===== config.mk =====
export PLATFORM = sky130hd
export DESIGN_NAME = smm_ctrl
export DESIGN_NICKNAME = d
export VERILOG_FILES = /design/src/hdl/smm_pkg.sv /design/src/hdl/smm_ctrl.sv
export SDC_FILE = /design/constraint.sdc
export NUM_CORES = 1
export LEC_CHECK = 0
export BUFFER_PORTS_ARGS = -buffer_cell sky130_fd_sc_hd__buf_4
export CAP_MARGIN = 20
export CORE_MARGIN = 5
export CORE_UTILIZATION = 55
export DETAILED_ROUTE_END_ITERATION = 8
export PLACE_DENSITY_LB_ADDON = 0.15
export SYNTH_ARGS = -nofsm -noshare
export SYNTH_HDL_FRONTEND = slang
export SYNTH_SLANG_ARGS = --single-unit

===== constraint.sdc =====
create_clock -name clock -period 3.75 [get_ports clock]
set_clock_uncertainty 0.2 [all_clocks]
set_input_delay 0.1875 -clock clock [delete_from_list [all_inputs] [get_ports clock]]
set_output_delay 0.1875 -clock clock [all_outputs]
set_load 0.1 [all_outputs]

===== src/hdl/smm_pkg.sv =====
// shared constants, types and helpers of the strassen matrix multiplier
package smm_pkg;

   localparam int WORD_BITS = 32;
   localparam int DIM_MAX   = 8;
   localparam int IDX_BITS  = 3;
   localparam int ADDR_BITS = 2 * IDX_BITS;
   localparam int DEPTH     = DIM_MAX * DIM_MAX;
   localparam int CALL_BITS = 10;
   localparam int CFG_BITS  = 4;

   localparam logic [1:0] FUNC_LOAD_A   = 2'd0;
   localparam logic [1:0] FUNC_LOAD_B   = 2'd1;
   localparam logic [1:0] FUNC_MULTIPLY = 2'd2;

   localparam logic CFG_MATRIX_SIZE      = 1'b0;
   localparam logic CFG_DIRECT_THRESHOLD = 1'b1;

   localparam logic [CFG_BITS-1:0] SIZE_RESET = 4'd8;
   localparam logic [CFG_BITS-1:0] THR_RESET  = 4'd1;

   typedef struct packed {
      logic                 issue;
      logic                 first;
      logic                 last_z;
      logic                 last_elem;
      logic [IDX_BITS-1:0]  row;
      logic [IDX_BITS-1:0]  col;
      logic [IDX_BITS-1:0]  inner;
      logic [CALL_BITS-1:0] calls;
   } cmd_type;

   // recursion count of the seven-product scheme for side n_eff padded to a power of two
   function automatic logic [CALL_BITS-1:0] calc_calls(input logic [CFG_BITS-1:0] n_eff,
                                                       input logic [CFG_BITS-1:0] thr_eff);
      logic [CALL_BITS-1:0] c2;
      logic [CALL_BITS-1:0] c4;
      logic [CALL_BITS-1:0] c8;
      logic [CALL_BITS-1:0] res;
      c2 = (thr_eff >= 4'd2) ? 10'd1 : 10'd8;
      c4 = (thr_eff >= 4'd4) ? 10'd1 : 10'(10'd1 + 10'd7 * c2);
      c8 = (thr_eff >= 4'd8) ? 10'd1 : 10'(10'd1 + 10'd7 * c4);
      if (n_eff <= 4'd1) res = 10'd1;
      else if (n_eff == 4'd2) res = c2;
      else if (n_eff <= 4'd4) res = c4;
      else res = c8;
      return res;
   endfunction

endpackage


===== src/hdl/smm_ctrl.sv =====
// sequencer walking row, column and inner index of the product
module smm_ctrl import smm_pkg::*; (
   input  logic                clock,
   input  logic                reset,
   input  logic                go,
   input  logic [CFG_BITS-1:0] cfg_size,
   input  logic [CFG_BITS-1:0] cfg_thr,
   output logic                busy,
   output cmd_type             cmd
);

   typedef enum logic [1:0] {ST_IDLE, ST_RUN, ST_DRAIN} state_type;

   state_type            state_ff;
   logic [IDX_BITS-1:0]  row_ff;
   logic [IDX_BITS-1:0]  col_ff;
   logic [IDX_BITS-1:0]  inner_ff;
   logic [IDX_BITS-1:0]  nm1_ff;
   logic [CALL_BITS-1:0] calls_ff;
   logic [1:0]           drain_ff;

   logic [CFG_BITS-1:0]  n_in;
   logic [CFG_BITS-1:0]  thr_in;

   always_comb begin
      n_in = cfg_size;
      if (cfg_size == 4'd0) n_in = 4'd1;
      else if (cfg_size > 4'(DIM_MAX)) n_in = 4'(DIM_MAX);
      thr_in = (cfg_thr == 4'd0) ? 4'd1 : cfg_thr;
   end

   always_ff @(posedge clock) begin
      if (reset) begin
         state_ff <= ST_IDLE;
         row_ff   <= '0;
         col_ff   <= '0;
         inner_ff <= '0;
         nm1_ff   <= '0;
         calls_ff <= '0;
         drain_ff <= '0;
      end else begin
         case (state_ff)
            ST_IDLE: begin
               if (go) begin
                  row_ff   <= '0;
                  col_ff   <= '0;
                  inner_ff <= '0;
                  nm1_ff   <= IDX_BITS'(n_in - 4'd1);
                  calls_ff <= calc_calls(n_in, thr_in);
                  state_ff <= ST_RUN;
               end
            end
            ST_RUN: begin
               if (inner_ff == nm1_ff) begin
                  inner_ff <= '0;
                  if (col_ff == nm1_ff) begin
                     col_ff <= '0;
                     if (row_ff == nm1_ff) begin
                        drain_ff <= 2'd2;
                        state_ff <= ST_DRAIN;
                     end else begin
                        row_ff <= row_ff + 1'b1;
                     end
                  end else begin
                     col_ff <= col_ff + 1'b1;
                  end
               end else begin
                  inner_ff <= inner_ff + 1'b1;
               end
            end
            ST_DRAIN: begin
               // wait for the last sum to leave the datapath
               if (drain_ff == 2'd0) state_ff <= ST_IDLE;
               else drain_ff <= drain_ff - 1'b1;
            end
            default: state_ff <= ST_IDLE;
         endcase
      end
   end

   assign busy = (state_ff != ST_IDLE);

   always_comb begin
      cmd.issue     = (state_ff == ST_RUN);
      cmd.first     = (inner_ff == '0);
      cmd.last_z    = (inner_ff == nm1_ff);
      cmd.last_elem = (inner_ff == nm1_ff) && (col_ff == nm1_ff) && (row_ff == nm1_ff);
      cmd.row       = row_ff;
      cmd.col       = col_ff;
      cmd.inner     = inner_ff;
      cmd.calls     = calls_ff;
   end

endmodule


==> results.toml <==
[status]
status = "finished clean"

[die]
die_w_um = 58.83
coreArea_um2 = 2255
num_rows = 17
dieHeight_um = 58.83
die_area_um2 = 3460
ios = 35
start_util_pct = 58.16

[worst_setup_path]
required_ps = 3360
path_delay_family = "simple AND/OR/NAND/NOR gates"
cp_max_fo = 10
crit_chain = "xnor2_1 > nand3_2 > nor3_2 > buf_4"
slowest_delay_ps = 380
worst_ep_arrival_time_ps = 1790
path_buf_inv = 1
crit_slowest_cell = "dfxtp_1"
critPathKind = "reg -> out"
cp-end-kind = "output pin"
critPathLaunchType = "flop"

[cts]
clockBufferDepth = 2
cts_tree = "done"
cts_setup_buffers = 0
h-tree-depth = 1
clock_latency_ps = 300
clock_sinks = 22
clkTransAtPathRegs_ps = 120
cts_root_buf = "clkbuf_4"
numCtsBuffers = 3

[global_routing]
grt_overflow_total = 0
grt_max_degree = 19
grt_pass1_vias = 1187
grt_first_pass_wirelength_um = 5209
track_usage_pct = 19.00
antenna_found_initial = 0

[sta]
drv_slew = 0
hold_violations = 0
finalSetupViolCount = 0
setup_tns_ps = 0
rsz0062_at_grt = "no"
worst_pin_slew_ps = 728.7
timing.fmax_ghz = 0.4602
layout_min_cycle_time_ps = 2173
finalCritPeriodShare_pct = 57.94
max-slew-margin-rel_pct = 51.32

[cells_and_area]
fill_cells = 190
layout.nets = 209
drive_gt1_share_pct = 22.99
diodes = 0
area_delta_synth_final_pct = 20.32

[drt]
postRouteAntennaNets = 0
vias_per_cell = 5.702
routedWlPerCell_um = 14.06
vias = 1226
wl_um = 3023
drtIter0Drc = 34
drc = 0
firstDrtPassIters = 5

[logic_synthesis]
synth_ff_type = "dfxtp_1"
syn_inst = 158
synth-edff-count = 0
synth_xor_xnor_area_share_pct = 6.679
synth-compound-area-share_pct = 18.13
synth-seq-area-share_pct = 33.59
synthesis.area_um2 = 1311
synth_warnings = 0
synth-adder-area-share_pct = 8.588
synth_cell_types = 41
yosys.area_share.simple_pct = 24.05
avgSynthCellArea_um2 = 8.299
synth_seq_cells = 22
async_reset_ff_share_pct = 0
muxShareOfSynthArea_pct = 1.527
synth_top_family_by_area = "simple AND/OR/NAND/NOR gates"

[placed_design]
hpwlAfterDp_um = 2289
routabilityCongestion = 0.8506
port_buffers = 30

[job]
maxCapViolCount = 0

[min_path]
hold_path.class = "in -> reg"

[pwr]
power_density_nw_per_um2 = 452.0
p_leak_uw = 0.0006496
peakVddDrop_mv = 0.3718
total_power_uw = 713.2
-- path summary, 6_finish.rpt --
path / start / endpoint / slack, ps / cells after the start
hold reg to reg: calls_ff[4] / calls_ff[4] / 260 / 2
hold / removal: cfg_thr[2] / calls_ff[8] / 10 / 4
setup / recovery: nm1_ff[2] / cmd[19] / 1580 / 4
setup reg to reg: state_ff[0] / col_ff[2] / 1780 / 5
-- per-layer routing --
| layer | GRT usage (%) | up-vias | share of wire (%) |
|---|---|---|---|
| met5 | 0 | - | 0 |
| met1 | 22.68 | 555 | 44 |
| li1 | - | 615 | - |
| met3 | 3.509 | 9 | 6.5 |
| met2 | 33.44 | 47 | 48 |
| met4 | 7.120 | 0 | 1.8 |
-- state kept, by name, summed over array words and instances (netlist names) --
name,cells
inner_ff,3
row_ff,3
drain_ff,2
state_ff,2
col_ff,3
calls_ff,6
nm1_ff,3
-- cells in the final DEF, fill, tap and decap left out, drive strengths merged, types with 2 or more instances in the layout --
| cell | instances |
|---|---|
| dfxtp | 22 |
| xnor2 | 9 |
| o21ai | 7 |
| nor3b | 3 |
| or2 | 2 |
| and2 | 2 |
| a211oi | 6 |
| a31oi | 3 |
| o21bai | 3 |
| and3 | 2 |
| inv | 10 |
| nor2b | 2 |
| nand2 | 14 |
| a41oi | 2 |
| or3 | 4 |
| mux2i | 2 |
| a21oi | 8 |
| nand4 | 3 |
| nor2 | 13 |
| clkbuf | 3 |
| ha | 9 |
| nand3 | 5 |
| buf | 31 |
| conb | 3 |
| nor4 | 3 |
| nand2b | 3 |
| o311ai | 2 |
| dlygate4sd3 | 2 |
-- worst register-to-register path, delay by kind of cell (launching register included) --
kind            cells  cell delay, ps
flops               1             570
buf+inv             1             170
simple gates        2             580
compound gates      2             380
-- metrics by stage --
stage	setup slack, ps	area [µm²]	cells	hold WS, ps	utilization (%)
floorplan	448.9	1324	160	175.7	-
global placement	1587	1535	210	232.3	68.09
detailed placement	1552	1535	210	241.6	68.09
CTS	1581	1578	215	7.187	69.98
global route	1415	1578	215	44.75	69.98
finish	1577	1578	215	9.564	69.98
-- final cells by class --
class	count	area, µm²	share of cell area [%]
timing repair buffer	33	252.7	16.02
clock buffer	3	22.52	1.427
inverter	10	37.54	2.379
sequential	22	440.4	27.91
tap	28	35.03	2.220
multi-input combinational	119	789.5	50.04
-- synth_stat cells, types with 3 or more instances --
cell	n	area (µm²)
nor4_1	3	18.77
a21oi_1	8	40.04
inv_1	8	30.03
nand4_1	3	18.77
dfxtp_1	22	440.4
or3_1	4	25.02
buf_4	4	30.03
a211oi_1	6	45.04
nand3_1	4	20.02
ha_1	9	112.6
o21bai_1	3	22.52
clkbuf_1	3	11.26
o21ai_0	7	35.03
a31oi_1	3	18.77
nor2_1	13	48.80
nand2b_1	3	18.77
xnor2_1	9	78.83
nand2_1	14	52.55
nor3b_1	3	22.52
-- power by group --
part / total (µW) / switching [µW] / internal, µW
clock network: 108 / 70.6 / 37.5
registers: 268 / 19.8 / 248
logic: 337 / 254 / 82.7
-- timing repair --
| action | 4_1_cts | 5_1_grt |
|---|---|---|
| hold buffers | 2 | 0 |
| hold endpoints to repair | 14 | 0 |
| gates resized for setup | 0 | 0 |
-- cells by family after synthesis --
| logic type | Yosys count |
|---|---|
| mux | 2 |
| simple gates | 59 |
| other cells | 1 |
| fa+ha+maj | 9 |
| buf+inv | 19 |
| flops | 22 |
| xor+xnor | 10 |
| compound gates | 36 |
No activity file was read; power rests on OpenSTA's default activity.
