--- config.mk ---
export PLATFORM = sky130hd
export DESIGN_NAME = smm_dp
export DESIGN_NICKNAME = d
export VERILOG_FILES = /design/src/hdl/smm_pkg.sv /design/src/hdl/smm_ram.sv /design/src/hdl/smm_dp.sv
export SDC_FILE = /design/constraint.sdc
export NUM_CORES = 2
export LEC_CHECK = 0
export BUFFER_PORTS_ARGS = -buffer_cell sky130_fd_sc_hd__buf_2
export CAP_MARGIN = 10
export CORE_ASPECT_RATIO = 1.2
export CORE_MARGIN = 4
export CORE_UTILIZATION = 35
export CTS_BUF_LIST = sky130_fd_sc_hd__clkbuf_8
export CTS_CLUSTER_DIAMETER = 100
export DETAILED_ROUTE_END_ITERATION = 10
export PLACE_DENSITY = 0.6
export SETUP_SLACK_MARGIN = 0.1
export SYNTH_ARGS = -nofsm -noshare
export SYNTH_HDL_FRONTEND = slang
export SYNTH_HIERARCHICAL = 1
export SYNTH_SLANG_ARGS = --single-unit
--- constraint.sdc ---
create_clock -name clock -period 12.4 [get_ports clock]
set_input_delay 0.62 -clock clock [delete_from_list [all_inputs] [get_ports clock]]
set_output_delay 0.62 -clock clock [all_outputs]
set_load 0.02 [all_outputs]
--- src/hdl/smm_pkg.sv ---
// shared constants, types and helpers of the strassen matrix multiplier
package smm_pkg;

   localparam int WORD_BITS = 32;
   localparam int DIM_MAX   = 8;
   localparam int IDX_BITS  = 3;
   localparam int ADDR_BITS = 2 * IDX_BITS;
   localparam int DEPTH     = DIM_MAX * DIM_MAX;
   localparam int CALL_BITS = 10;
   localparam int CFG_BITS  = 4;

   localparam logic [1:0] FUNC_LOAD_A   = 2'd0;
   localparam logic [1:0] FUNC_LOAD_B   = 2'd1;
   localparam logic [1:0] FUNC_MULTIPLY = 2'd2;

   localparam logic CFG_MATRIX_SIZE      = 1'b0;
   localparam logic CFG_DIRECT_THRESHOLD = 1'b1;

   localparam logic [CFG_BITS-1:0] SIZE_RESET = 4'd8;
   localparam logic [CFG_BITS-1:0] THR_RESET  = 4'd1;

   typedef struct packed {
      logic                 issue;
      logic                 first;
      logic                 last_z;
      logic                 last_elem;
      logic [IDX_BITS-1:0]  row;
      logic [IDX_BITS-1:0]  col;
      logic [IDX_BITS-1:0]  inner;
      logic [CALL_BITS-1:0] calls;
   } cmd_type;

   // recursion count of the seven-product scheme for side n_eff padded to a power of two
   function automatic logic [CALL_BITS-1:0] calc_calls(input logic [CFG_BITS-1:0] n_eff,
                                                       input logic [CFG_BITS-1:0] thr_eff);
      logic [CALL_BITS-1:0] c2;
      logic [CALL_BITS-1:0] c4;
      logic [CALL_BITS-1:0] c8;
      logic [CALL_BITS-1:0] res;
      c2 = (thr_eff >= 4'd2) ? 10'd1 : 10'd8;
      c4 = (thr_eff >= 4'd4) ? 10'd1 : 10'(10'd1 + 10'd7 * c2);
      c8 = (thr_eff >= 4'd8) ? 10'd1 : 10'(10'd1 + 10'd7 * c4);
      if (n_eff <= 4'd1) res = 10'd1;
      else if (n_eff == 4'd2) res = c2;
      else if (n_eff <= 4'd4) res = c4;
      else res = c8;
      return res;
   endfunction

endpackage

--- src/hdl/smm_ram.sv ---
// generic single-write, single-read ram with registered read data
module smm_ram #(
   parameter int WIDTH = 32,
   parameter int DEPTH = 64
) (
   input  logic                     clock,
   input  logic                     wr_en,
   input  logic [$clog2(DEPTH)-1:0] wr_addr,
   input  logic [WIDTH-1:0]         wr_data,
   input  logic [$clog2(DEPTH)-1:0] rd_addr,
   output logic [WIDTH-1:0]         rd_data
);

   logic [WIDTH-1:0] mem [DEPTH];
   logic [WIDTH-1:0] rd_data_ff;

   always_ff @(posedge clock) begin
      if (wr_en) begin
         mem[wr_addr] <= wr_data;
      end
      rd_data_ff <= mem[rd_addr];
   end

   assign rd_data = rd_data_ff;

endmodule

--- src/hdl/smm_dp.sv ---
// operand stores, multiply-accumulate pipeline and result registers
module smm_dp import smm_pkg::*; (
   input  logic                 clock,
   input  logic                 reset,
   input  logic                 load_a,
   input  logic                 load_b,
   input  logic [IDX_BITS-1:0]  ld_row,
   input  logic [IDX_BITS-1:0]  ld_col,
   input  logic [WORD_BITS-1:0] ld_value,
   input  cmd_type              cmd,
   output logic                 rsp_valid,
   output logic [IDX_BITS-1:0]  rsp_out_row,
   output logic [IDX_BITS-1:0]  rsp_out_col,
   output logic [WORD_BITS-1:0] rsp_product,
   output logic [CALL_BITS-1:0] rsp_call_count,
   output logic                 rsp_last
);

   logic [DEPTH-1:0]     valid_a_ff;
   logic [DEPTH-1:0]     valid_b_ff;
   logic [ADDR_BITS-1:0] wr_addr;
   logic [ADDR_BITS-1:0] addr_a;
   logic [ADDR_BITS-1:0] addr_b;
   logic [WORD_BITS-1:0] data_a;
   logic [WORD_BITS-1:0] data_b;
   logic                 va_ff;
   logic                 vb_ff;
   cmd_type              s1_ff;
   cmd_type              s2_ff;
   logic [WORD_BITS-1:0] mul_in;
   logic [WORD_BITS-1:0] prod_ff;
   logic [WORD_BITS-1:0] acc_in;
   logic [WORD_BITS-1:0] acc_ff;
   logic                 rsp_valid_ff;
   logic [IDX_BITS-1:0]  rsp_row_ff;
   logic [IDX_BITS-1:0]  rsp_col_ff;
   logic [WORD_BITS-1:0] rsp_product_ff;
   logic [CALL_BITS-1:0] rsp_calls_ff;
   logic                 rsp_last_ff;

   assign wr_addr = {ld_row, ld_col};
   assign addr_a  = {cmd.row, cmd.inner};
   assign addr_b  = {cmd.inner, cmd.col};

   smm_ram #(.WIDTH(WORD_BITS), .DEPTH(DEPTH)) u_ram_a (
      .clock   (clock),
      .wr_en   (load_a),
      .wr_addr (wr_addr),
      .wr_data (ld_value),
      .rd_addr (addr_a),
      .rd_data (data_a)
   );

   smm_ram #(.WIDTH(WORD_BITS), .DEPTH(DEPTH)) u_ram_b (
      .clock   (clock),
      .wr_en   (load_b),
      .wr_addr (wr_addr),
      .wr_data (ld_value),
      .rd_addr (addr_b),
      .rd_data (data_b)
   );

   // entries never loaded since reset read as zero
   assign mul_in = (va_ff ? data_a : '0) * (vb_ff ? data_b : '0);
   assign acc_in = (s2_ff.first ? '0 : acc_ff) + prod_ff;

   always_ff @(posedge clock) begin
      if (reset) begin
         valid_a_ff   <= '0;
         valid_b_ff   <= '0;
         s1_ff        <= '0;
         s2_ff        <= '0;
         rsp_valid_ff <= 1'b0;
      end else begin
         if (load_a) valid_a_ff[wr_addr] <= 1'b1;
         if (load_b) valid_b_ff[wr_addr] <= 1'b1;
         s1_ff        <= cmd;
         s2_ff        <= s1_ff;
         rsp_valid_ff <= s2_ff.issue && s2_ff.last_z;
      end
   end

   always_ff @(posedge clock) begin
      va_ff   <= valid_a_ff[addr_a];
      vb_ff   <= valid_b_ff[addr_b];
      prod_ff <= mul_in;
      if (s2_ff.issue) acc_ff <= acc_in;
      rsp_row_ff     <= s2_ff.row;
      rsp_col_ff     <= s2_ff.col;
      rsp_product_ff <= acc_in;
      rsp_calls_ff   <= s2_ff.calls;
      rsp_last_ff    <= s2_ff.last_elem;
   end

   assign rsp_valid      = rsp_valid_ff;
   assign rsp_out_row    = rsp_row_ff;
   assign rsp_out_col    = rsp_col_ff;
   assign rsp_product    = rsp_product_ff;
   assign rsp_call_count = rsp_calls_ff;
   assign rsp_last       = rsp_valid_ff && rsp_last_ff;

endmodule

==> impl_metrics.tcl <==
set metrics [dict create \
    status "finished, final reports clean" \
    area_growth_pct 12.7 \
    finalMaxSlewViolations 0 \
    ant_nets 0 \
    ios 115 \
    h-tree-depth 6 \
    synth-warning-count 6 \
    min_period_ns 8.57 \
    drc 0 \
    synth_top_family_by_area "multiplexers" \
    grt_max_degree 115 \
    clk_pin_slew_ns 0.06 \
    cp_max_fo 70 \
    cp-start-kind "register" \
    setup_tns_ns 0 \
    rsz0062_at_grt "false" \
    design_area_um2 206000 \
    power_density_nw_per_um2 143 \
    critical_path_class "reg2reg" \
    die_w_um 668 \
    finish.utilization_pct 39.7 \
    grt_overflow 0 \
    clock_latency_ns 1.27 \
    cap_viol_max_count 0 \
    slew_headroom_pct 11.8 \
    synth_edf_count 4128 \
    cts_setup_buffers 0 \
    dpl.hpwl_mm 292 \
    grt_pass1_wl_mm 718 \
    tightest_slew_ns 1.31 \
    coreArea_um2 520000 \
    synth_ff_type "edfxtp_1" \
    synth_fa_ha_area_share_pct 5.53 \
    cts_max_path_buffers 4 \
    portBuffers 114 \
    clock_sinks 4444 \
    grt_pass1_vias 98800 \
    synth_compound_area_share_pct 2.34 \
    finalCritPeriodShare_pct 69.1 \
    hold_viol 0 \
    synth_nets 10100 \
    cts_tree "done" \
    drt_iter0_drc 10100 \
    yosysTopAreaCell "edfxtp_1" \
    synthTopCellsByArea "edfxtp_1 (68%), mux4_2 (14%), fa_1 (4.5%)" \
    ir_drop_uv 99.9 \
    cts_resized 0 \
    die_h_um 800 \
    p_leak_nw 67.6 \
    gp_congestion 0.887 \
    ys_seq_elements 4444 \
    avgSynthCellArea_um2 19.4 \
    cp.required_ns 13.40 \
    fmax_ghz 0.117 \
    cts_buffers 675 \
    critPathArrivalTime_ns 9.57 \
    endpoint_kind "register" \
    num_rows 290 \
    synth_top_area_share_pct 67.7 \
    grt_usage_pct 18.6 \
    cts_hold_buf 62 \
    final_layout_size_suffix_gt1_share_pct 23.6 \
    routed_wl_mm 501 \
    muxShareOfSynthArea_pct 14.9 \
    placed_area_um2 193000 \
    fillers 46600 \
    setup_viol 0 \
    firstDrtPassIters 8 \
    synthArstFlopShare_pct 0 \
    yosysSeqAreaShare_pct 71.2 \
    wl_per_cell_um 28.7 \
    synthXorXnorAreaFrac_pct 0.515 \
    dieArea_um2 535000 \
    vias 94500 \
    antenna_found_initial 31 \
    worst_hold_path_type "in2reg" \
    clockRootBuffer "clkbuf_8" \
    via_per_inst 5.40 \
    fin_skew_ns 0.114 \
    synthSimpleGateAreaFrac_pct 3.43 \
    syn_area_um2 183000 \
    synth.distinct_cells 68 \
    nNetsFinal 10700 \
    start_util_pct 35.2 \
    syn_inst 9449 \
]
-- sequential cells by signal, summed over array words and instances (netlist names) --
signal / count
s1_ff: 20
valid_a_ff: 64
u_ram_b/rd_data: 32
vb_ff: 1
rsp_valid: 1
s2_ff: 20
rsp_last_ff: 1
acc_ff: 32
rsp_out_col: 3
rsp_out_row: 3
u_ram_b/mem: 2048
prod_ff: 32
u_ram_a/mem: 2048
rsp_product: 32
rsp_call_count: 10
valid_b_ff: 64
u_ram_a/rd_data: 32
va_ff: 1
-- where the power goes --
group	switching, mW	internal, mW
Clock	5.76	5.65
Sequential	0.0836	16.5
Combinational	1.05	0.545
Total	6.89	22.7
-- final cells by class --
class / instances / area [um2] / share of cell area [%]
antenna: 23 / 57.6 / 0.0279
clock buffer: 697 / 9590 / 4.65
clock inverter: 532 / 3050 / 1.48
inverter: 405 / 1520 / 0.737
multi-input combinational: 4095 / 49900 / 24.2
sequential: 4444 / 130000 / 63.1
tap: 6862 / 8590 / 4.16
timing repair buffer: 435 / 3380 / 1.64
-- layout by cell type, fill, tap and decap left out, drive strengths merged, types with 26 or more instances in the layout --
cell / synthesis / routed
nor2b: 114 / 114
mux4: 1130 / 1130
o22ai: 170 / 170
ha: 154 / 154
a21oi: 292 / 292
nor2: 721 / 721
fa: 409 / 409
clkbuf: 278 / 698
inv: 405 / 664
nand3: 58 / 58
edfxtp: 4128 / 4128
nand2: 326 / 326
o21ai: 26 / 26
and2: 82 / 82
dlygate4sd3: 0 / 62
o221ai: 55 / 55
mux2i: 188 / 188
clkinv: 0 / 238
buf: 227 / 372
dfxtp: 316 / 316
xnor2: 82 / 82
-- synth_stat cells (154+ instances only) --
master    count
o22ai_1     170
a21oi_1     292
mux4_2     1130
nor2_1      721
clkbuf_1    278
fa_1        409
nand2_1     326
edfxtp_1   4128
inv_1       405
mux2i_1     188
ha_1        154
dfxtp_1     316
-- through the flow --
step | hold WS, ns | worst slack (ns) | std cells | total power, mW
finish | 0.142 | 3.83 | 17500 | 29.6
floorplan | 0.310 | 4.82 | 9449 | 17.7
global route | 0.0735 | 3.44 | 17500 | 30.7
global placement | 0.311 | 3.72 | 16200 | 18.5
CTS | 0.00245 | 3.96 | 17500 | 29.9
detailed placement | 0.312 | 3.97 | 16200 | 18.5
-- worst max-delay path: stages (launching register included) --
cell     delay (ns)
dfxtp_2        0.31
buf_4          0.52
nand2_1        0.70
nor2_1         0.36
fa_1           0.46
inv_1          0.08
fa_1           0.43
fa_1           0.49
fa_1           0.55
inv_1          0.05
fa_1           0.50
inv_1          0.05
fa_1           0.54
inv_1          0.05
fa_1           0.38
fa_1           0.47
ha_1           0.35
a21oi_1        0.26
a21oi_1        0.11
nor2_1         0.12
o21ai_0        0.11
a21oi_1        0.43
o31ai_1        0.21
o41ai_1        0.41
o21ai_0        0.22
xnor2_1        0.17
-- path summary, 6_finish.rpt --
check | startpoint | to | slack (ns) | depth (start not counted)
setup / recovery | vb_ff | prod_ff[31] | 3.83 | 25
hold / removal | cmd[8] | s1_ff[8] | 0.14 | 3
setup reg to reg | vb_ff | prod_ff[31] | 3.83 | 25
hold reg to reg | s2_ff[5] | rsp_call_count[5] | 0.33 | 0
-- layer usage --
layer  GRT usage (%)  wire (um)  vias to the layer above
met5               0         25                        -
met4            6.51      18600                        6
met3            2.58      34200                      821
met2            31.8     253000                     4008
met1            24.2     196000                    51100
li1                -          -                    38600
-- kinds of logic (layout without fill, tap and decap cells) --
group | Yosys count | count (layout)
mux | 1318 | 1318
xor+xnor | 106 | 106
buf+inv | 910 | 2069
other cells | 0 | 23
flops | 4444 | 4444
fa+ha+maj | 563 | 563
compound gates | 681 | 681
simple gates | 1427 | 1427
Power figures use the tool's default switching activity.
